$ cat src/hw/rtl/block_buffer_cache_lru_top_macros.svh
// assertion macros for the block buffer cache
`ifndef BLOCK_BUFFER_CACHE_LRU_TOP_MACROS_SVH
`define BLOCK_BUFFER_CACHE_LRU_TOP_MACROS_SVH

`ifndef SYNTHESIS

// same-cycle implication, checked out of reset
`define BBC_ASSERT_NOW(label, clk, rst_n, ante, cons) \
    label: assert property (@(posedge clk) disable iff (!rst_n) (ante) |-> (cons)) \
        else $error("bbc assertion failed");

// next-cycle implication, checked out of reset
`define BBC_ASSERT_NEXT(label, clk, rst_n, ante, cons) \
    label: assert property (@(posedge clk) disable iff (!rst_n) (ante) |=> (cons)) \
        else $error("bbc assertion failed");

`else

`define BBC_ASSERT_NOW(label, clk, rst_n, ante, cons)
`define BBC_ASSERT_NEXT(label, clk, rst_n, ante, cons)

`endif

`endif

$ cat src/hw/rtl/bbc_pkg.sv
// shared types, codes and helpers for the block buffer cache
package bbc_pkg;

    localparam int SLOTS   = 32;
    localparam int IDX_W   = (SLOTS > 1) ? $clog2(SLOTS) : 1;
    localparam int SLOT_W  = 5;
    localparam int SEL_W   = (IDX_W > SLOT_W) ? IDX_W : SLOT_W;
    localparam int DEV_W   = 8;
    localparam int BLOCK_W = 32;
    localparam int REFS_W  = 8;
    localparam int STAMP_W = 32;

    localparam logic [1:0] FUNC_GET     = 2'd0;
    localparam logic [1:0] FUNC_RELEASE = 2'd1;
    localparam logic [1:0] FUNC_PIN     = 2'd2;
    localparam logic [1:0] FUNC_UNPIN   = 2'd3;

    localparam logic [1:0] STATUS_HIT   = 2'd0;
    localparam logic [1:0] STATUS_ALLOC = 2'd1;
    localparam logic [1:0] STATUS_FULL  = 2'd2;
    localparam logic [1:0] STATUS_DONE  = 2'd3;

    localparam logic [REFS_W-1:0] REFS_MAX = {REFS_W{1'b1}};

    typedef enum logic [2:0] {
        CMD_NONE,
        CMD_HIT,
        CMD_ALLOC,
        CMD_INC,
        CMD_DEC
    } cmd_kind_t;

    // broadcast write to one slot
    typedef struct packed {
        cmd_kind_t            kind;
        logic [IDX_W-1:0]     idx;
        logic [DEV_W-1:0]     device;
        logic [BLOCK_W-1:0]   block;
        logic [STAMP_W-1:0]   stamp;
    } cmd_t;

    // request fields seen by every cell during a scan
    typedef struct packed {
        logic [DEV_W-1:0]     device;
        logic [BLOCK_W-1:0]   block;
        logic [SLOT_W-1:0]    slot;
    } req_t;

    // running result handed from cell to cell
    typedef struct packed {
        logic                 hit;
        logic [IDX_W-1:0]     hit_idx;
        logic [REFS_W-1:0]    hit_refs;
        logic                 found;
        logic [IDX_W-1:0]     pick_idx;
        logic [STAMP_W-1:0]   best;
        logic                 sel_used;
        logic [REFS_W-1:0]    sel_refs;
    } scan_t;

    function automatic logic [REFS_W-1:0] sat_inc(input logic [REFS_W-1:0] r);
        return (r == REFS_MAX) ? r : r + REFS_W'(1);
    endfunction

    function automatic logic [REFS_W-1:0] sat_dec(input logic [REFS_W-1:0] r);
        return (r == '0) ? r : r - REFS_W'(1);
    endfunction

endpackage

$ cat src/hw/rtl/bbc_cell.sv
// one buffer slot: holds its tag, count and stamp, and one stage of the scan wave
module bbc_cell (
    input  logic                  clk,
    input  logic                  rst_n,
    input  logic [bbc_pkg::IDX_W-1:0] my_index,
    input  bbc_pkg::req_t         req,
    input  bbc_pkg::cmd_t         cmd,
    input  logic                  scan_valid_in,
    input  bbc_pkg::scan_t        scan_in,
    output logic                  scan_valid_out,
    output bbc_pkg::scan_t        scan_out
);
    import bbc_pkg::*;

    logic                 used_reg;
    logic [REFS_W-1:0]    refs_reg;
    logic [STAMP_W-1:0]   stamp_reg;
    logic [DEV_W-1:0]     device_reg;
    logic [BLOCK_W-1:0]   block_reg;
    logic                 scan_valid_reg;
    scan_t                scan_reg;
    scan_t                scan_next;
    logic                 mine;

    assign mine = (cmd.idx == my_index);

    // fold this slot into the running result
    always_comb
    begin
        scan_next = scan_in;
        if (!scan_in.hit && used_reg && device_reg == req.device && block_reg == req.block)
        begin
            scan_next.hit      = 1'b1;
            scan_next.hit_idx  = my_index;
            scan_next.hit_refs = refs_reg;
        end
        if (refs_reg == '0 && (!scan_in.found || stamp_reg < scan_in.best))
        begin
            scan_next.found    = 1'b1;
            scan_next.pick_idx = my_index;
            scan_next.best     = stamp_reg;
        end
        if (SEL_W'(my_index) == SEL_W'(req.slot))
        begin
            scan_next.sel_used = used_reg;
            scan_next.sel_refs = refs_reg;
        end
    end

    always_ff @(posedge clk or negedge rst_n)
    begin
        if (!rst_n)
        begin
            used_reg       <= 1'b0;
            refs_reg       <= '0;
            stamp_reg      <= '0;
            scan_valid_reg <= 1'b0;
        end
        else
        begin
            scan_valid_reg <= scan_valid_in;
            if (mine)
            begin
                unique case (cmd.kind)
                    CMD_HIT:
                    begin
                        refs_reg  <= sat_inc(refs_reg);
                        stamp_reg <= cmd.stamp;
                    end
                    CMD_ALLOC:
                    begin
                        used_reg  <= 1'b1;
                        refs_reg  <= REFS_W'(1);
                        stamp_reg <= cmd.stamp;
                    end
                    CMD_INC:  refs_reg <= sat_inc(refs_reg);
                    CMD_DEC:  refs_reg <= sat_dec(refs_reg);
                    default:  ;
                endcase
            end
        end
    end

    // tag and scan payload, no reset
    always_ff @(posedge clk)
    begin
        scan_reg <= scan_next;
        if (mine && cmd.kind == CMD_ALLOC)
        begin
            device_reg <= cmd.device;
            block_reg  <= cmd.block;
        end
    end

    assign scan_valid_out = scan_valid_reg;
    assign scan_out       = scan_reg;

endmodule

$ cat config.mk
export PLATFORM = sky130hd
export DESIGN_NAME = bbc_cell
export DESIGN_NICKNAME = d
export VERILOG_FILES = /design/src/hw/rtl/block_buffer_cache_lru_top_macros.svh /design/src/hw/rtl/bbc_pkg.sv /design/src/hw/rtl/bbc_cell.sv
export SDC_FILE = /design/constraint.sdc
export NUM_CORES = 1
export LEC_CHECK = 0
export BUFFER_PORTS_ARGS = -buffer_cell sky130_fd_sc_hd__buf_4
export CAP_MARGIN = 15
export CORE_UTILIZATION = 37
export CTS_CLUSTER_SIZE = 40
export DETAILED_ROUTE_END_ITERATION = 12
export PLACE_DENSITY = 0.74
export SETUP_SLACK_MARGIN = 0.2
export SYNTH_ARGS = -nofsm -noshare
export SYNTH_HDL_FRONTEND = slang
export SYNTH_SLANG_ARGS = --single-unit
$ cat constraint.sdc
create_clock -name clk -period 4.5 [get_ports clk]
set_input_delay 0.225 -clock clk [delete_from_list [all_inputs] [get_ports clk]]
set_output_delay 0.225 -clock clk [all_outputs]
set_load 0.05 [all_outputs]
Word-level counts from Yosys, hierarchy flattened:

Index checks and enable logic that the tools add are counted.

* register bits: 143
* bits of input ports: 194
* output and inout bits: 62
* word-level logic and storage cells: 49

* add/subtract/negate cells: 2
* $lt $le $gt $ge: 1
* equality and inequality tests: 11
* multiplexer cells: 6
* reductions and logical operators: 15

Operators with widths (count)
* $mux W37: 1
* $eq A32 B32 Y1: 1
* $lt A32 B32 Y1: 1
* $pmux W8 S3: 1
* $mux W8: 2
* $mux W13: 1
* $eq A5 B5 Y1: 2
* $mux W9: 1
* $add A8 B1 Y8 const B: 1
* $eq A8 B8 Y1: 1
* $eq A8 B8 Y1 const B: 1
* $logic_not A8 Y1: 1
* $sub A8 B1 Y8 const B: 1
* $eq A3 B2 Y1 const B: 2
* $logic_and A1 B1 Y1: 5
* $ne A2 B2 Y1 const B: 2
* $reduce_and A2 Y1: 2
* $reduce_and A4 Y1: 1
* $reduce_or A2 Y1: 2
* $eq A3 B1 Y1 const B: 1
* $eq A3 B3 Y1 const B: 1
* $reduce_bool A3 Y1: 1
* $logic_not A1 Y1: 2
* $logic_or A1 B1 Y1: 1

Longest topological paths before layout:

* word-level depth: 5
* mapped depth: 10
* mapped depth without buffers: 10

Worst setup path before layout:

No wires, ideal clock.

* path kind: in2reg
* start: in my_index[3] in the netlist's numbering
* end: reg used_reg
* library setup time: 90 ps
* data arrival time: 5399 ps
* required time: 4410 ps
* setup slack: -989 ps
* stages: 5
* buffers on the path: 0
* cells stage by stage: xor2_1 > nor3_1 > nand3_1 > nor4b_1 > or2_2

* word-level cells in the longest chain between the ends: 2

RTL lines
* start, declared: RTL line bbc_cell.sv:5 `input logic [bbc_pkg::IDX_W-1:0] my_index,`
* $eq A5 B5 Y1: RTL line bbc_cell.sv:25 `assign mine = (cmd.idx == my_index);`
* $reduce_and A2 Y1 (no line)
* end signal, assigned: RTL line bbc_cell.sv:54 `used_reg <= 1'b0;`
* end signal, assigned: RTL line bbc_cell.sv:72 `used_reg <= 1'b1;`
* end, declared: RTL line bbc_cell.sv:15 `logic used_reg;`

No other way between the ends.
A chain may end at the register's enable or synchronous reset.

==> impl_metrics.ini <==
[floorplan]
die_h_um = 135
rows = 48
chipWidth_um = 135
start_util = 0.380
core_um2 = 17300
dieArea_um2 = 18300
num_io_pins = 256

[yosys]
ys_warn_count = 0
synth_xor_area_frac = 0.0746
synthArstFlopShare = 0.294
syn_area_um2 = 6580
synth.mux.area_fraction = 0.175
synth_edf_count = 40
syn_inst = 497
syn_nets = 729
synth_compound_area_frac = 0.0394
synth_top_family_by_area = multiplexers
ys_types = 46
synth_adder_area_share = 0.0735
ys.flop_type = dfxtp_1
synth_simple_gate_area_frac = 0.0731
synth_seq_cells = 143
seq_area_frac_synth = 0.528
syn_avg_cell_area_um2 = 13.2

[run_status]
status = finished clean

[worst_setup_path]
path_class = reg2reg
path_max_fanout = 20
crit_family = compound AO/OA/AOI/OAI gates
r2r_start = stamp_reg[21]
required_ns = 4.80
critPathSlowestCell = a22oi_4
end_kind = flop
startpoint = stamp_reg[21]
path_cells = ha_1 -> a21oi_1 -> o21ai_0 -> a221oi_1 -> o211ai_1 -> a22oi_4 -> buf_12 -> mux2_2
worstPathArrival_ns = 3.29
slowest_delay_ns = 0.80
start_kind = flop
critPathBufInv = 1

[route]
totalWireLength_mm = 17.7
ant_nets = 0
first_pass_iters = 4
drtIter0Drc = 150
drcViolationCount = 0
viasPerCell = 4.75
route.vias.total = 4960
wl_per_cell_um = 16.9

[timing]
hold_viol = 0
finalSetupViolCount = 0
period_needed_ns = 2.99
maxSlewHeadroom = 0.397
tns_ns = 0
drv_slew = 0
tightest_slew_ns = 0.905
fin_crit_sh = 0.665
whs_ns = 0.0208
rsz0062_at_grt = false
skew_ns = 0.00696
max_freq_mhz = 334

[hold_path]
hp-class = in2reg
min-delay-start = scan_in[60]

[grt]
grtUsageTotal = 0.197
grt_max_degree = 43
antenna_found_initial = 0
gr-total-overflow = 0
grt_pass1_wl_mm = 26.9
grt_pass1_vias = 5220

[clocking]
root_buffer = clkbuf_16
htree_levels = 4
path_clk_slew_ns = 0.06
cts_buffers = 17
post_cts_buffers = 0
cts_tree = yes
cts.sinks = 143
max-clock-path-buffers = 2
insertion_delay_ns = 0.41

[final_layout]
drive_gt1_frac = 0.478
regArea_um2 = 3470
n_antenna_cell = 0
final_cell_mix = buf_4 (258), mux2_2 (62), dfxtp_1 (61), xnor2_1 (45), dfrtp_1 (42)
nets = 1039
layout_commonest_cell = buf_4
multiInputGateArea_um2 = 2880
syn_to_final_growth_pct = 47.8
fillers = 1441
largest_register_ffs = 61

[placed_design]
io_buffers = 255
gpl.final_weighted_congestion = 0.830
hpwl_mm = 13.1

[power]
p_leak_nw = 4.45
powerDensity_nw_per_um2 = 389
ir_drop_mv = 0.242

[run]
cap_violations = 0
[what timing repair did]
item                                   in CTS  in global routing
endpoints found under the hold margin      82                  0
hold buffers                               41                  0
resized for setup                           0                  0
[cells in the mapped netlist (2+ instances only)]
cell	instances	area share
mux2_4	30	0.069
nand3_1	13	0.0099
o21ai_0	10	0.0076
buf_12	3	0.0091
o22ai_1	2	0.0019
xnor2_1	45	0.060
nand4_1	16	0.015
o41ai_1	2	0.0027
or2b_1	2	0.0023
mux2_2	62	0.11
xor2_1	11	0.015
and4_1	2	0.0027
nor2_1	7	0.0040
nor4_4	2	0.0065
nand2b_1	2	0.0019
nand2_1	14	0.0080
edfxtp_1	40	0.18
dfxtp_1	61	0.19
nor2b_1	3	0.0029
nor4_1	4	0.0038
ha_1	37	0.070
clkbuf_1	2	0.0011
a21oi_1	15	0.011
nor3_1	7	0.0053
nor3_2	3	0.0046
dfrtp_1	42	0.16
inv_1	39	0.022
buf_2	3	0.0023
[per-stage QoR]
stage / area [um^2] / setup slack [ns] / utilization / power, mW / std cells
2_1_floorplan: 6580 / 1.05 / - / 2.09 / 497
3_3_place_gp: 8740 / 1.55 / 0.505 / 2.39 / 972
3_5_place_dp: 8740 / 1.51 / 0.505 / 2.41 / 972
4_1_cts: 9720 / 1.49 / 0.562 / 3.82 / 1045
5_1_grt: 9720 / 1.32 / 0.562 / 3.97 / 1045
6_report: 9720 / 1.51 / 0.562 / 3.78 / 1045
[logic make-up after synthesis]
family	after synthesis
compound gates	40
xor+xnor	56
mux	92
flops	143
fa+ha+maj	38
simple gates	80
buf+inv	48
[worst paths after layout]
| kind | endpoint | slack [ns] | cells after the start |
|---|---|---|---|
| worst max-delay path | scan_out[14] | 1.51 | 8 |
| worst min-delay path | scan_out[60] | 0.02 | 2 |
| worst max register to register | scan_out[14] | 1.51 | 8 |
| worst min register to register | scan_out[9] | 0.50 | 1 |
| max in group asynchronous | refs_reg[2] | 3.70 | 2 |
| min in group asynchronous | stamp_reg[30] | 0.37 | 2 |
[area by class of cell]
class                      instances  area share
inverter                          39      0.0151
multi-input combinational        306       0.297
clock buffer                      17      0.0438
timing repair buffer             300       0.244
sequential                       143       0.357
tap                              225      0.0290
clock inverter                    15      0.0148
[metal layers]
metal  routed length (um)  global-route usage
met5                    0                   0
met4                  420              0.0780
met3                  800              0.0408
met2                 9120               0.346
met1                 7340               0.235
[power breakdown]
| group | switching [mW] | internal, mW | total, mW |
|---|---|---|---|
| Sequential | 0.148 | 1.46 | 1.61 |
| Clock | 0.552 | 0.811 | 1.36 |
| Combinational | 0.383 | 0.426 | 0.810 |
| Total | 1.08 | 2.70 | 3.78 |
Note: power is estimated with default switching activity, not from simulation.
