## config.mk

```make
export PLATFORM = sky130hd
export DESIGN_NAME = bbc_ctrl
export DESIGN_NICKNAME = d
export VERILOG_FILES = /design/src/hw/rtl/block_buffer_cache_lru_top_macros.svh /design/src/hw/rtl/bbc_pkg.sv /design/src/hw/rtl/bbc_ctrl.sv
export SDC_FILE = /design/constraint.sdc
export NUM_CORES = 1
export LEC_CHECK = 0
export CAP_MARGIN = 20
export CORE_AREA = 2 2 134 136
export CTS_BUF_LIST = sky130_fd_sc_hd__clkbuf_8
export DETAILED_ROUTE_END_ITERATION = 8
export DIE_AREA = 0 0 136 138
export DONT_BUFFER_PORTS = 1
export PLACE_DENSITY_LB_ADDON = 0.12
export SLEW_MARGIN = 20
export SYNTH_ARGS = -nofsm -noshare
export SYNTH_HDL_FRONTEND = slang
export SYNTH_SLANG_ARGS = --single-unit
export TNS_END_PERCENT = 100
```

## constraint.sdc

```tcl
create_clock -name clk -period 1.97 [get_ports clk]
set_input_delay 0.394 -clock clk [delete_from_list [all_inputs] [get_ports clk]]
set_output_delay 0.394 -clock clk [all_outputs]
set_load 0.03 [all_outputs]
```

## src/hw/rtl/block_buffer_cache_lru_top_macros.svh

```systemverilog
// assertion macros for the block buffer cache
`ifndef BLOCK_BUFFER_CACHE_LRU_TOP_MACROS_SVH
`define BLOCK_BUFFER_CACHE_LRU_TOP_MACROS_SVH

`ifndef SYNTHESIS

// same-cycle implication, checked out of reset
`define BBC_ASSERT_NOW(label, clk, rst_n, ante, cons) \
    label: assert property (@(posedge clk) disable iff (!rst_n) (ante) |-> (cons)) \
        else $error("bbc assertion failed");

// next-cycle implication, checked out of reset
`define BBC_ASSERT_NEXT(label, clk, rst_n, ante, cons) \
    label: assert property (@(posedge clk) disable iff (!rst_n) (ante) |=> (cons)) \
        else $error("bbc assertion failed");

`else

`define BBC_ASSERT_NOW(label, clk, rst_n, ante, cons)
`define BBC_ASSERT_NEXT(label, clk, rst_n, ante, cons)

`endif

`endif

```

## src/hw/rtl/bbc_pkg.sv

```systemverilog
// shared types, codes and helpers for the block buffer cache
package bbc_pkg;

    localparam int SLOTS   = 32;
    localparam int IDX_W   = (SLOTS > 1) ? $clog2(SLOTS) : 1;
    localparam int SLOT_W  = 5;
    localparam int SEL_W   = (IDX_W > SLOT_W) ? IDX_W : SLOT_W;
    localparam int DEV_W   = 8;
    localparam int BLOCK_W = 32;
    localparam int REFS_W  = 8;
    localparam int STAMP_W = 32;

    localparam logic [1:0] FUNC_GET     = 2'd0;
    localparam logic [1:0] FUNC_RELEASE = 2'd1;
    localparam logic [1:0] FUNC_PIN     = 2'd2;
    localparam logic [1:0] FUNC_UNPIN   = 2'd3;

    localparam logic [1:0] STATUS_HIT   = 2'd0;
    localparam logic [1:0] STATUS_ALLOC = 2'd1;
    localparam logic [1:0] STATUS_FULL  = 2'd2;
    localparam logic [1:0] STATUS_DONE  = 2'd3;

    localparam logic [REFS_W-1:0] REFS_MAX = {REFS_W{1'b1}};

    typedef enum logic [2:0] {
        CMD_NONE,
        CMD_HIT,
        CMD_ALLOC,
        CMD_INC,
        CMD_DEC
    } cmd_kind_t;

    // broadcast write to one slot
    typedef struct packed {
        cmd_kind_t            kind;
        logic [IDX_W-1:0]     idx;
        logic [DEV_W-1:0]     device;
        logic [BLOCK_W-1:0]   block;
        logic [STAMP_W-1:0]   stamp;
    } cmd_t;

    // request fields seen by every cell during a scan
    typedef struct packed {
        logic [DEV_W-1:0]     device;
        logic [BLOCK_W-1:0]   block;
        logic [SLOT_W-1:0]    slot;
    } req_t;

    // running result handed from cell to cell
    typedef struct packed {
        logic                 hit;
        logic [IDX_W-1:0]     hit_idx;
        logic [REFS_W-1:0]    hit_refs;
        logic                 found;
        logic [IDX_W-1:0]     pick_idx;
        logic [STAMP_W-1:0]   best;
        logic                 sel_used;
        logic [REFS_W-1:0]    sel_refs;
    } scan_t;

    function automatic logic [REFS_W-1:0] sat_inc(input logic [REFS_W-1:0] r);
        return (r == REFS_MAX) ? r : r + REFS_W'(1);
    endfunction

    function automatic logic [REFS_W-1:0] sat_dec(input logic [REFS_W-1:0] r);
        return (r == '0) ? r : r - REFS_W'(1);
    endfunction

endpackage

```

## src/hw/rtl/bbc_ctrl.sv

```systemverilog
// request sequencer: starts the scan wave, decides the update and drives the result register
module bbc_ctrl (
    input  logic                       clk,
    input  logic                       rst_n,
    input  logic                       req_valid,
    output logic                       req_stall,
    input  logic [1:0]                 func,
    input  logic [bbc_pkg::DEV_W-1:0]  device,
    input  logic [bbc_pkg::BLOCK_W-1:0] block_number,
    input  logic [bbc_pkg::SLOT_W-1:0] slot_in,
    input  logic [bbc_pkg::STAMP_W-1:0] now,
    output logic                       rsp_valid,
    input  logic                       rsp_stall,
    output logic [bbc_pkg::SLOT_W-1:0] slot_out,
    output logic [1:0]                 status,
    output logic [bbc_pkg::REFS_W-1:0] ref_count,
    output bbc_pkg::req_t              req,
    output logic                       scan_start,
    output bbc_pkg::scan_t             scan_seed,
    input  logic                       scan_done,
    input  bbc_pkg::scan_t             scan_last,
    output bbc_pkg::cmd_t              cmd
);
    import bbc_pkg::*;

    typedef enum logic [1:0] {
        ST_IDLE,
        ST_SCAN,
        ST_WRITE,
        ST_EMIT
    } state_t;

    state_t               state_reg;
    logic [1:0]           func_reg;
    req_t                 req_reg;
    logic [STAMP_W-1:0]   now_reg;
    logic                 start_reg;
    cmd_t                 cmd_reg;
    logic                 rsp_valid_reg;
    logic [SLOT_W-1:0]    slot_out_reg;
    logic [1:0]           status_reg;
    logic [REFS_W-1:0]    ref_count_reg;
    logic [SLOT_W-1:0]    res_slot_reg;
    logic [1:0]           res_status_reg;
    logic [REFS_W-1:0]    res_refs_reg;

    cmd_t                 dec_cmd;
    logic [SLOT_W-1:0]    dec_slot;
    logic [1:0]           dec_status;
    logic [REFS_W-1:0]    dec_refs;

    // decision on the finished scan
    always_comb
    begin
        dec_cmd        = '0;
        dec_cmd.kind   = CMD_NONE;
        dec_cmd.device = req_reg.device;
        dec_cmd.block  = req_reg.block;
        dec_cmd.stamp  = now_reg;
        dec_slot       = req_reg.slot;
        dec_status     = STATUS_DONE;
        dec_refs       = '0;
        unique case (func_reg)
            FUNC_GET:
            begin
                if (scan_last.hit)
                begin
                    dec_cmd.kind = CMD_HIT;
                    dec_cmd.idx  = scan_last.hit_idx;
                    dec_slot     = SLOT_W'(scan_last.hit_idx);
                    dec_status   = STATUS_HIT;
                    dec_refs     = sat_inc(scan_last.hit_refs);
                end
                else if (scan_last.found)
                begin
                    dec_cmd.kind = CMD_ALLOC;
                    dec_cmd.idx  = scan_last.pick_idx;
                    dec_slot     = SLOT_W'(scan_last.pick_idx);
                    dec_status   = STATUS_ALLOC;
                    dec_refs     = REFS_W'(1);
                end
                else
                begin
                    dec_slot   = '0;
                    dec_status = STATUS_FULL;
                end
            end
            FUNC_PIN:
            begin
                // an index past the table never matches a cell, so sel_used stays low
                if (scan_last.sel_used)
                begin
                    dec_cmd.kind = CMD_INC;
                    dec_cmd.idx  = IDX_W'(req_reg.slot);
                    dec_refs     = sat_inc(scan_last.sel_refs);
                end
            end
            FUNC_RELEASE, FUNC_UNPIN:
            begin
                if (scan_last.sel_used)
                begin
                    dec_cmd.kind = CMD_DEC;
                    dec_cmd.idx  = IDX_W'(req_reg.slot);
                    dec_refs     = sat_dec(scan_last.sel_refs);
                end
            end
        endcase
    end

    always_ff @(posedge clk or negedge rst_n)
    begin
        if (!rst_n)
        begin
            state_reg      <= ST_IDLE;
            func_reg       <= FUNC_GET;
            req_reg        <= '0;
            now_reg        <= '0;
            start_reg      <= 1'b0;
            cmd_reg        <= '0;
            rsp_valid_reg  <= 1'b0;
            slot_out_reg   <= '0;
            status_reg     <= STATUS_HIT;
            ref_count_reg  <= '0;
            res_slot_reg   <= '0;
            res_status_reg <= STATUS_HIT;
            res_refs_reg   <= '0;
        end
        else
        begin
            if (rsp_valid_reg && !rsp_stall && state_reg != ST_EMIT)
                rsp_valid_reg <= 1'b0;
            unique case (state_reg)
                ST_IDLE:
                begin
                    if (req_valid)
                    begin
                        func_reg       <= func;
                        req_reg.device <= device;
                        req_reg.block  <= block_number;
                        req_reg.slot   <= slot_in;
                        now_reg        <= now;
                        start_reg      <= 1'b1;
                        state_reg      <= ST_SCAN;
                    end
                end
                ST_SCAN:
                begin
                    start_reg <= 1'b0;
                    if (scan_done)
                    begin
                        cmd_reg        <= dec_cmd;
                        res_slot_reg   <= dec_slot;
                        res_status_reg <= dec_status;
                        res_refs_reg   <= dec_refs;
                        state_reg      <= ST_WRITE;
                    end
                end
                ST_WRITE:
                begin
                    cmd_reg.kind <= CMD_NONE;
                    state_reg    <= ST_EMIT;
                end
                ST_EMIT:
                begin
                    // a held result stays valid and unchanged until taken
                    if (!rsp_valid_reg || !rsp_stall)
                    begin
                        rsp_valid_reg <= 1'b1;
                        slot_out_reg  <= res_slot_reg;
                        status_reg    <= res_status_reg;
                        ref_count_reg <= res_refs_reg;
                        state_reg     <= ST_IDLE;
                    end
                end
            endcase
        end
    end

    assign req_stall  = (state_reg != ST_IDLE);
    assign req        = req_reg;
    assign scan_start = start_reg;
    assign scan_seed  = '0;
    assign cmd        = cmd_reg;
    assign rsp_valid  = rsp_valid_reg;
    assign slot_out   = slot_out_reg;
    assign status     = status_reg;
    assign ref_count  = ref_count_reg;

endmodule

```

After elaboration in Yosys (flattened, before gate mapping) --
Index checks and enable logic that the tools add are counted.
Word-level totals: bits in registers 193, bits of input ports 145, output and inout port bits 204, logic and storage cells 82
Cells by class: add/sub/neg operators 3, equality and inequality tests 12, multiplexer cells 30, reductions and logical operators 18
Operators with widths (number):
- 80-bit 2-to-1 mux | 1
- 8-bit 2-to-1 mux | 7
- 8-bit case mux with 3 select lines | 2
- 7-bit 2-to-1 mux | 3
- 8-bit by 1-bit adder with 8-bit output (second input constant) | 2
- 8-bit equality test (second input constant) | 2
- 5-bit 2-to-1 mux | 3
- 2-bit 2-to-1 mux | 6
- 2-bit AND reduction | 5
- 2-bit equality test (second input constant) | 4
- 8-bit logical NOT | 1
- 2-bit inequality test (second input constant) | 4
- 2-bit case mux with 4 select lines | 1
- 8-bit by 1-bit subtractor with 8-bit output (second input constant) | 1
- 3-bit case mux with 2 select lines | 1
- 2-bit nonzero test | 3
- 1-bit 2-to-1 mux | 5
- 2-bit by 1-bit equality test with 1-bit output (second input constant) | 2
- 2-bit logical NOT | 2
- 3-bit AND reduction | 1
- 1-bit logical AND | 2
- 1-bit logical NOT | 2
- 1-bit case mux with 2 select lines | 1
- 2-bit OR reduction | 1
- 1-bit logical OR | 1

Logic depth before layout (Yosys ltp) --
Gate-level depths: netlist of the first run.
depth after elaboration 6, gate-level depth with buffers 8, mapped depth without buffers 7

Worst setup path before layout of the first run --
OpenSTA, ideal clock, no wires.
kind in2reg, from input scan_last[0] in the netlist's numbering, to register res_refs_reg[0], library setup time 121 ps, arrival time 1667 ps, data required time 1849 ps, slack 182 ps, cell stages on the path 7, path buffers 0, cell sequence inv_1 ha_1 or3b_1 nand2b_4 xnor2_1 o221ai_1 o22a_1
Between the ends: word-level cells in the longest chain between the ends 4, elaborated cells on any way between the ends 9, classes of those cells add/sub (2); eq/ne (1); mux (5); reduce/logical (1)
RTL lines:
- start, declared | line bbc_ctrl.sv:21 | input bbc_pkg::scan_t scan_last,
- 8-bit by 1-bit subtractor with 8-bit output, or another cell as far along | line bbc_pkg.sv:66 | return (r == '0) ? r : r - REFS_W'(1);
- 8-bit 2-to-1 mux, on equally long branches | line bbc_pkg.sv:66, bbc_pkg.sv:62
- 8-bit 2-to-1 mux, on equally long branches | line bbc_ctrl.sv:100, bbc_ctrl.sv:91
- 8-bit case mux with 3 select lines * | line bbc_ctrl.sv:63 | unique case (func_reg)
- end signal, assigned | line bbc_ctrl.sv:154 | res_refs_reg <= dec_refs;
- end, declared | line bbc_ctrl.sv:45 | logic [REFS_W-1:0] res_refs_reg;
Every way passes the cells marked *; elsewhere a longest branch is shown, timed or not. A chain may end at the register's enable or synchronous reset.

Final worst setup path of the first run --
from register state_reg[0], to output req_stall
Between the ends: word-level cells in the longest chain between the ends 1
RTL lines:
- start, declared | line bbc_ctrl.sv:33 | state_t state_reg;
- start signal, assigned | line bbc_ctrl.sv:114 | state_reg <= ST_IDLE;
- start signal, assigned | line bbc_ctrl.sv:143 | state_reg <= ST_SCAN;
- start signal, assigned | line bbc_ctrl.sv:155 | state_reg <= ST_WRITE;
- 2-bit nonzero test | line bbc_ctrl.sv:179 | assign req_stall = (state_reg != ST_IDLE);
- end, declared | line bbc_ctrl.sv:6 | output logic req_stall,
No other way between the ends.

==> results of run 1 <==
## Yosys cell counts, types with 3 or more instances
cell | count | area (um2)
nand2_1 | 248 | 931
dfrtp_1 | 193 | 4830
buf_4 | 101 | 758
mux2_2 | 94 | 1060
nor2_1 | 23 | 86.3
o21ai_0 | 23 | 115
clkbuf_1 | 22 | 82.6
a21oi_1 | 14 | 70.1
a31oi_1 | 12 | 75.1
inv_1 | 11 | 41.3
buf_1 | 8 | 30.0
ha_1 | 7 | 87.6
mux2i_1 | 6 | 60.1
a22oi_1 | 5 | 37.5
buf_2 | 5 | 25.0
nand3_1 | 5 | 25.0
nor3_1 | 5 | 25.0
o22a_1 | 5 | 43.8
and3_1 | 3 | 18.8
nand3b_1 | 3 | 22.5
xnor2_1 | 3 | 26.3
## cells in the final DEF (no fill, tap or decap), types with 4 or more instances in the layout
| cell type | n |
|---|---|
| nand2_1 | 246 |
| dfrtp_1 | 193 |
| mux2_2 | 94 |
| conb_1 | 61 |
| o21ai_0 | 23 |
| nor2_1 | 23 |
| clkbuf_8 | 18 |
| a21oi_1 | 14 |
| a31oi_1 | 12 |
| inv_1 | 10 |
| ha_1 | 7 |
| mux2i_1 | 6 |
| buf_12 | 6 |
| a22oi_1 | 5 |
| nand3_1 | 5 |
| nor3_1 | 5 |
| o22a_1 | 5 |
| buf_4 | 4 |
## layout make-up
class | count | area [um2]
inverter | 11 | 41.3
clock buffer | 18 | 248
fill | 1591 | 8540
multi-input combinational | 557 | 3260
timing repair buffer | 10 | 150
tap | 229 | 287
antenna | 1 | 2.50
clock inverter | 13 | 176
sequential | 193 | 4830
## worst reg2reg max path, stage by stage, from the launching register on
cell and delay [ns]:
dfrtp_1 0.41, inv_1 0.09, ha_1 0.28, nand2_4 0.24, buf_12 0.25, mux2_2 0.38
## per-layer routing
metal	global-route usage, %	vias to the layer above
met2	33.2	233
met4	8.00	2
li1	-	2502
met5	0	-
met1	24.4	2657
met3	8.84	32
## stage by stage
step	area, um2	hold slack (ns)	cells	setup WS (ns)	total power (uW)
6_report	8990	-0.377	1032	0.154	16700
2_1_floorplan	9000	0.0984	897	0.182	13500
3_3_place_gp	8570	0.102	1000	0.103	13900
3_5_place_dp	8570	0.102	1000	0.0703	14100
5_1_grt	8990	-0.435	1031	0.0499	17800
4_1_cts	8990	-0.423	1031	0.0165	16900
## power by group through the flow
stage | Combinational [uW] | Sequential [uW] | Clock (uW)
final | 3880 | 10100 | 2770
after global routing | 4390 | 10300 | 3040
after CTS | 3940 | 10100 | 2850
after detailed placement | 3940 | 10200 | 0
after global placement | 3750 | 10100 | 0
after floorplan | 4760 | 8750 | 0
## worst paths after layout
kind                                          start                     endpoint  slack, ns  cells after the start
max in group asynchronous                     rst_n          req[38]$_DFFE_PN0P_       2.16                      0
setup / recovery           state_reg[0]$_DFFE_PN0P_                    req_stall       0.15                      3
hold / removal                                rst_n  res_refs_reg[5]$_DFFE_PN0P_      -0.38                      0
setup reg to reg           state_reg[0]$_DFFE_PN0P_          req[43]$_DFFE_PN0P_       0.21                      5
min in group clk                          rsp_stall          rsp_valid$_DFF_PN0_       0.05                      1
hold reg to reg             now_reg[13]$_DFFE_PN0P_          cmd[13]$_DFFE_PN0P_       0.47                      2
## kinds of logic (layout without fill, tap and decap cells)
family                   Yosys count  count (layout)  share of synthesized area, %
other                              1              62                        0.0427
XOR/XNOR                           4               4                         0.399
AND/OR/NAND/NOR                  303             303                          14.1
AO/OA/AOI/OAI                     82              82                          6.00
multiplexers                     100             100                          12.7
flip-flops                       193             193                          55.0
buffers and inverters            147              52                          10.7
adder cells (fa/ha/maj)            7               7                         0.998
## timing repair
| item | in CTS | in global routing |
|---|---|---|
| gates resized for setup | 0 | 1 |
| endpoints found under the setup margin | 0 | 1 |
| endpoints found under the hold margin | 193 | 193 |
==> run_results.csv, run 1 <==
group,metric,value,unit
clock_tree,clockBufferDepth,2,
clock_tree,clk_pin_slew,0.11,ns
global_routing,overflow,0,
worst_setup_path,critPathRequiredTime,1.58,ns
cells_and_area,drive_above_1_share,18.3,%
clock_tree,cts_made_buffers,17,
timing,fmax,551,MHz
timing,skew,0.0147,ns
routing,vias,5426,
clock_tree,cts.sinks,193,
pwr,clockPowerShare,16.5,%
routing,via_per_inst,5.26,
run_status,violations,"hold timing",
synth,synthCells,837,
routing,drt_pre_antenna_iters,4,
floorplanning,die_area,18800,um2
pwr,vdd_drop_max,0.000979,V
routing,drt_wl_total,19000,um
worst_setup_path,slowest_stage,"dfrtp_1",
synth,ys_types,53,
worst_setup_path,cp_num_buf_inv,2,
pwr,power.share.combinational,23.2,%
timing,setup_viol,0,
floorplanning,boundaryPins,349,
worst_setup_path,worstPathMaxFanout,4,
routing,route.met2.wl,9250,um
routing,drtAntennaViolNets,0,
timing,worst_slew_pin_slew,0.681,ns
worst_setup_path,critPathMaxStageDelay,0.41,ns
placed_design,portBuffers,0,
routing,route.detailed.drc,0,
cells_and_area,nNetsFinal,942,
floorplanning,die_h,138,um
routing,drtIter0Drc,371,
synth,ys.flop_type,"dfrtp_1",
cells_and_area,largest_reg_flops,80,
timing,rsz0062_at_grt,"no",
routing,top_layer,"met5",
clock_tree,cts_tree,"done",
run_status,outcome,"complete, but fails checks",
floorplanning,core-area,17500,um2
floorplanning,die_w,136,um
global_routing,antenna_found_initial,2,
timing,hold_ws,-0.377,ns
global_routing,grt_pass1_vias,5483,
clock_tree,htreeDepth,4,
pwr,pwr-share-seq,60.3,%
routing,avgRoutedWirePerCell,18.4,um
floorplanning,rows,49,
pwr,p_int,9050,uW
worst_setup_path,critical_path_arrival,1.42,ns
worst_setup_path,crit_family,"flip-flops",
timing,fin_crit,1.82,ns
timing,finalSetupTns,0,ns
pwr,p_sw_share,46.0,%
job,max-cap-violations,0,
global_routing,grt_usage,20.6,%
synth,synth-seq-area-share,55.0,%
clock_tree,cts_setup_buffers,0,
pwr,p_sw,7700,uW
floorplanning,initial_core_util,50.1,%
worst_setup_path,critical_path_class,"flop to primary output",
timing,slew_violations,0,
synth,synth_area,8780,um2
synth,synth_warnings,0,
synth,synth-seq-cells,193,
placed_design,gp_congestion,0.864,
synth,avgSynthCellArea,10.5,um2
clock_tree,ctsRootBufferMaster,"clkbuf_8",
clock_tree,clock_latency,0.46,ns
placed_design,dpl.hpwl,13200,um
worst_setup_path,crit_chain,"inv_1 > ha_1 > inv_2",
hold_path,min_path_type,"input port to async pin",
worst_setup_path,end_kind,"primary output",
pwr,p_leak,0.00435,uW
cells_and_area,area_growth,2.44,%
worst_setup_path,cp-start-kind,"flop",
timing,hold_viol,193,
routing,met3_length,1820,um
timing,fin_crit_sh,92.2,%
cells_and_area,utilization,51.3,%
synth,async_reset_ff_share,100,%
synth,synth-edff-count,0,
global_routing,grt_first_pass_wirelength,30100,um
routing,met1_length,7450,um
timing,relSlewSlack,54.5,%
global_routing,grt_max_degree,194,
pwr,power_density,1860,nW/um2
(Power assumes the default switching activity.)
==> inputs of run 2 (changes only) <==
--- a/config.mk
+++ b/config.mk
@@ -5,11 +5,12 @@
 export SDC_FILE = /design/constraint.sdc
 export NUM_CORES = 1
 export LEC_CHECK = 0
+export ABC_AREA = 1
 export CAP_MARGIN = 20
-export CORE_AREA = 2 2 134 136
+export CORE_AREA = 2 2 136 138
 export CTS_BUF_LIST = sky130_fd_sc_hd__clkbuf_8
 export DETAILED_ROUTE_END_ITERATION = 8
-export DIE_AREA = 0 0 136 138
+export DIE_AREA = 0 0 138 140
 export DONT_BUFFER_PORTS = 1
 export PLACE_DENSITY_LB_ADDON = 0.12
 export SLEW_MARGIN = 20
==> run_results.csv, run 2 <==
group,metric,value,unit
pwr,vdd_drop_max,0.000835,V
placed_design,place_inst,1257,
run_status,outcome,"complete, but fails checks",
synth,synth-edff-count,0,
placed_design,gp_congestion,0.850,
global_routing,grt_first_pass_wirelength,33800,um
clock_tree,cts.sinks,193,
worst_setup_path,critPathMaxStageDelay,0.41,ns
synth,synth_area,9000,um2
timing,hold_ws,-0.382,ns
clock_tree,cts_setup_buffers,0,
floorplanning,die_w,138,um
cells_and_area,layout_common_cells,"517 x nand2_1, 193 x dfrtp_1, 61 x conb_1",
clock_tree,ctsRootBufferMaster,"clkbuf_8",
floorplanning,die_area,19300,um2
synth,avgSynthCellArea,8.20,um2
worst_setup_path,end_kind,"primary output",
worst_setup_path,rr_startpoint,"state_reg[1]$_DFFE_PN0P_",
routing,drtAntennaViolNets,0,
cells_and_area,drive_above_1_share,6.41,%
worst_setup_path,slowest_stage,"dfrtp_1",
routing,via_per_inst,4.91,
cells_and_area,nNetsFinal,1216,
floorplanning,die_h,140,um
synth,yosysMostFrequentCell,"nand2_1",
synth,ys.flop_type,"dfrtp_1",
cells_and_area,layout_commonest_cell,"nand2_1",
clock_tree,clock_latency,0.46,ns
clock_tree,cts_tree,"done",
timing,rsz0062_at_grt,"no",
routing,drt_wl_total,20600,um
timing,hold_viol,193,
floorplanning,rows,49,
placed_design,dpl.hpwl,13900,um
clock_tree,clk_pin_slew,0.10,ns
clock_tree,clockBufferDepth,2,
global_routing,grt_max_degree,194,
synth,yosys.area.top_type,"dfrtp_1",
routing,drtIter0Drc,378,
floorplanning,core-area,17800,um2
pwr,p_leak,0.00504,uW
routing,drt_pre_antenna_iters,5,
hold_path,min_path_type,"input port to async pin",
timing,finalSetupTns,0,ns
timing,setup_viol,0,
clock_tree,cts_made_buffers,17,
synth,synth-seq-area-share,53.6,%
worst_setup_path,reg2reg_depth,7,
worst_setup_path,crit_chain,"inv_1 > ha_1 > inv_1 > buf_4",
worst_setup_path,r2r_setup_slack,0.33,ns
worst_setup_path,r2r_end,"res_slot_reg[4]$_DFFE_PN0P_",
global_routing,grtUsageMet2,34.3,%
synth,async_reset_ff_share,100,%
global_routing,grt_busiest_layer,"met2",
job,max-cap-violations,0,
floorplanning,boundaryPins,349,
placed_design,portBuffers,0,
run_status,violations,"hold timing",
routing,vias,6412,
worst_setup_path,cp_num_buf_inv,3,
pwr,power_density,1820,nW/um2
worst_setup_path,crit_top_cell,"inv_1",
worst_setup_path,crit_family,"flip-flops",
timing,slew_violations,0,
synth,synth_top_area_share,53.6,%
synth,synthCells,1098,
global_routing,grt_usage,21.7,%
global_routing,overflow,0,
synth,ys_types,29,
timing,fin_crit,1.82,ns
pwr,report.power.total,16900,uW
timing,fin_crit_sh,92.3,%
global_routing,grt.met3_usage,8.92,%
floorplanning,initial_core_util,50.6,%
cells_and_area,largest_reg_flops,80,
cells_and_area,area_growth,3.52,%
worst_setup_path,critPathRequiredTime,1.58,ns
synth,yosys-top-cells-count,"519 x nand2_1, 193 x dfrtp_1, 102 x buf_4, 53 x nor2_1, 52 x o21ai_0",
global_routing,grt_pass1_vias,6292,
worst_setup_path,cp-start-kind,"flop",
worst_setup_path,worstPathMaxFanout,3,
worst_setup_path,critical_path_arrival,1.42,ns
cells_and_area,fin_cells,1306,
synth,synth-seq-cells,193,
global_routing,antenna_found_initial,0,
cells_and_area,diodes,0,
worst_setup_path,critical_path_class,"flop to primary output",
global_routing,use_met1,27.3,%
synth,synth_warnings,0,
timing,fmax,550,MHz
clock_tree,htreeDepth,4,
cells_and_area,fillCellCount,1716,
routing,route.detailed.drc,0,
worst_setup_path,path_depth,4,
synth,yosys-top-cells-area,"dfrtp_1 54%, nand2_1 22%, buf_4 8.5%",
timing,skew,0.0123,ns
routing,avgRoutedWirePerCell,15.8,um
run 2: cell count changes in the layout (fill, tap and decap cells not counted), moves of 12 or more:
| cell | previous run | this run |
|---|---|---|
| a31oi_1 | 12 | 0 |
| inv_1 | 10 | 48 |
| dlygate4sd3_1 | 0 | 17 |
| mux2_2 | 94 | 9 |
| nand2_1 | 246 | 517 |
| nand3_1 | 5 | 38 |
| o21ai_0 | 23 | 52 |
| nor2_1 | 23 | 53 |
run 2: worst reg2reg max path, delay by kind of cell, from the launching register on:
family	cells	cell delay (ns)
flops	1	0.41
buf+inv	3	0.48
compound gates	2	0.33
fa+ha+maj	1	0.21
simple gates	1	0.13
run 2: layer usage:
| metal | part of all wire, % | wire, um |
|---|---|---|
| met5 | 0 | 0 |
| met4 | 2.1 | 427 |
| met3 | 10 | 2070 |
| met2 | 46 | 9530 |
| met1 | 42 | 8610 |
run 2: power by group:
part,total (uW),internal [uW],switching (uW)
Clock,2880,1320,1560
Sequential,10200,5840,4380
Combinational,3830,1400,2420
Total,16900,8570,8370
run 2: cell type report:
cell class / count / area [um2] / area share, %
Clock buffer: 17 / 234 / 2.51
Timing Repair Buffer: 28 / 290 / 3.11
Inverter: 50 / 189 / 2.03
Tap cell: 229 / 287 / 3.07
Sequential cell: 193 / 4830 / 51.8
Clock inverter: 15 / 219 / 2.35
Multi-Input combinational cell: 774 / 3270 / 35.1
run 2: worst max-delay path by stage:
| stage | start | endpoint | slack, ns |
|---|---|---|---|
| 2_1_floorplan | scan_last[0] | res_refs_reg[1]$_DFFE_PN0P_ | 0.52 |
| 3_3_place_gp | scan_last[0] | res_refs_reg[3]$_DFFE_PN0P_ | 0.32 |
| 3_5_place_dp | scan_last[0] | res_refs_reg[5]$_DFFE_PN0P_ | 0.31 |
| 4_1_cts | state_reg[1]$_DFFE_PN0P_ | req_stall | 0.09 |
| 5_1_grt | state_reg[1]$_DFFE_PN0P_ | req_stall | 0.01 |
| 6_report | state_reg[1]$_DFFE_PN0P_ | req_stall | 0.15 |
run 2: logic make-up (layout without fill, tap and decap cells):
family	count (synthesis)	after routing	synth area share [%]
and+or+nand+nor	627	627	27.4
DFF	193	193	53.6
buffers and inverters	191	110	12.6
AOI/OAI and AO/OA	69	69	4.11
muxes	9	9	1.13
adders and majority gates	7	7	0.973
other	1	61	0.0416
xor gates and xnor gates	1	1	0.0973
run 2: metrics by stage:
stage	instance area, um2	utilization [%]	setup slack [ns]
floorplan	9230	-	0.525
global route	9320	52.4	0.0118
finish	9320	52.4	0.152
detailed placement	8700	48.9	0.312
global placement	8700	48.9	0.324
CTS	9310	52.4	0.0944
run 2: repair_timing:
action | in CTS | in global routing
endpoints found under the hold margin | 209 | 194
resized for setup | 0 | 0
hold buffers | 16 | 1
==> inputs of run 3 (changes only) <==
--- a/config.mk
+++ b/config.mk
@@ -7,10 +7,10 @@
 export LEC_CHECK = 0
 export ABC_AREA = 1
 export CAP_MARGIN = 20
-export CORE_AREA = 2 2 136 138
+export CORE_AREA = 2 2 137 139
 export CTS_BUF_LIST = sky130_fd_sc_hd__clkbuf_8
 export DETAILED_ROUTE_END_ITERATION = 8
-export DIE_AREA = 0 0 138 140
+export DIE_AREA = 0 0 139 141
 export DONT_BUFFER_PORTS = 1
 export PLACE_DENSITY_LB_ADDON = 0.12
 export SLEW_MARGIN = 20
==> run_results.csv, run 3 (synthesized netlist as in run 2, its figures left out) <==
group,metric,value,unit
timing,slew_violations,0,
timing,setup_viol,0,
pwr,power_density,1800,nW/um2
floorplanning,boundaryPins,349,
routing,drtIter0Drc,326,
clock_tree,ctsResizeCount,0,
worst_setup_path,crit_family,"flip-flops",
cells_and_area,regArea,4830,um2
worst_setup_path,cp_num_buf_inv,3,
global_routing,grt_max_degree,194,
routing,via_per_inst,4.85,
worst_setup_path,critical_path_class,"flop to primary output",
worst_setup_path,critPathMaxStageDelay,0.41,ns
pwr,p_leak,0.00507,uW
routing,drt_wl_total,20600,um
global_routing,grt_usage,21.2,%
cells_and_area,diodes,0,
global_routing,grt_first_pass_wirelength,33100,um
job,max-cap-violations,0,
timing,finalSetupTns,0,ns
clock_tree,htreeDepth,4,
cells_and_area,fillCellCount,1774,
floorplanning,die_w,139,um
routing,route.detailed.drc,0,
placed_design,portBuffers,0,
routing,avgRoutedWirePerCell,15.6,um
routing,drtAntennaViolNets,0,
worst_setup_path,slowest_stage,"dfrtp_1",
run_status,outcome,"complete, but fails checks",
hold_path,min_path_type,"input port to async pin",
cells_and_area,nNetsFinal,1224,
clock_tree,clock_latency,0.46,ns
clock_tree,cts.sinks,193,
pwr,vdd_drop_max,0.000781,V
global_routing,antenna_found_initial,0,
timing,skew,0.0166,ns
worst_setup_path,end_kind,"primary output",
clock_tree,cts_tree,"done",
floorplanning,core-area,18300,um2
global_routing,grt_pass1_vias,6326,
cells_and_area,drive_above_1_share,6.27,%
timing,hold_viol,193,
placed_design,dpl.hpwl,13800,um
routing,drt_pre_antenna_iters,4,
cells_and_area,multiInputGateArea,3270,um2
global_routing,overflow,0,
worst_setup_path,crit_top_cell,"inv_1",
cells_and_area,largest_reg_flops,80,
timing,rsz0062_at_grt,"no",
routing,vias,6401,
cells_and_area,layout_commonest_cell,"nand2_1",
worst_setup_path,critical_path_arrival,1.40,ns
worst_setup_path,cp-start-kind,"flop",
worst_setup_path,crit_chain,"inv_1 > ha_1 > inv_1 > buf_4",
clock_tree,ctsRootBufferMaster,"clkbuf_8",
clock_tree,clockBufferDepth,2,
clock_tree,cts_setup_buffers,0,
timing,fmax,556,MHz
clock_tree,cts_made_buffers,17,
floorplanning,die_h,141,um
worst_setup_path,critPathRequiredTime,1.58,ns
timing,fin_crit,1.80,ns
floorplanning,rows,50,
placed_design,gp_congestion,0.845,
clock_tree,clk_pin_slew,0.09,ns
floorplanning,initial_core_util,49.3,%
cells_and_area,layout_common_cells,"517 x nand2_1, 193 x dfrtp_1, 61 x conb_1",
timing,worst_slew_pin_slew,0.502,ns
cells_and_area,area_growth,4.36,%
timing,fin_crit_sh,91.2,%
timing,relSlewSlack,66.6,%
floorplanning,die_area,19600,um2
timing,hold_ws,-0.375,ns
worst_setup_path,worstPathMaxFanout,3,
run_status,violations,"hold timing",
clock_tree,cts_hold_buf,23,
run 3: power breakdown:
part	switching (uW)	internal, uW	leakage, uW
Combinational	2420	1410	0.00241
Sequential	4390	5840	0.00243
Clock	1510	1340	0.000224
run 3: worst register-to-register path, cell delays in order, from the launching register on:
cell	delay, ns
dfrtp_1	0.41
inv_1	0.10
ha_1	0.21
nand2_4	0.13
clkinv_2	0.09
buf_12	0.24
nand2_1	0.13
nor2_1	0.16
nor2_1	0.06
run 3: per-layer routing:
metal	wire length (um)	up-vias	global-route usage [%]
met3	1930	28	8.12
li1	-	3171	-
met1	8610	2974	26.3
met4	407	0	6.96
met2	9640	228	34.2
met5	0	-	0
run 3: cell type report:
class	instances	share of cell area [%]
sequential	193	51.4
tap	234	3.12
timing repair buffer	36	3.94
clock buffer	18	2.64
multi-input combinational	774	34.8
inverter	50	2.01
clock inverter	14	2.08
run 3: worst paths after layout:
| kind | to | cells past startpoint | slack [ns] | start |
|---|---|---|---|---|
| setup / recovery | req_stall | 4 | 0.17 | state_reg[1]$_DFFE_PN0P_ |
| hold / removal | res_refs_reg[5]$_DFFE_PN0P_ | 0 | -0.37 | rst_n |
| setup reg to reg | res_refs_reg[7]$_DFFE_PN0P_ | 8 | 0.32 | state_reg[1]$_DFFE_PN0P_ |
| hold reg to reg | cmd[8]$_DFFE_PN0P_ | 2 | 0.47 | now_reg[8]$_DFFE_PN0P_ |
| max in group asynchronous | req[26]$_DFFE_PN0P_ | 0 | 1.91 | rst_n |
| min in group clk | now_reg[2]$_DFFE_PN0P_ | 2 | 0.04 | now[2] |
run 3: metrics by stage:
step / area [um2] / setup slack, ns / cells / utilization, % / total power (uW)
after CTS: 9380 / 0.110 / 1317 / 51.3 / 17100
final: 9400 / 0.173 / 1319 / 51.4 / 16900
after global placement: 8700 / 0.314 / 1262 / 47.6 / 14100
after detailed placement: 8700 / 0.295 / 1262 / 47.6 / 14200
after floorplan: 9230 / 0.525 / 1158 / - / 13500
after global routing: 9400 / 0.0335 / 1319 / 51.4 / 18100
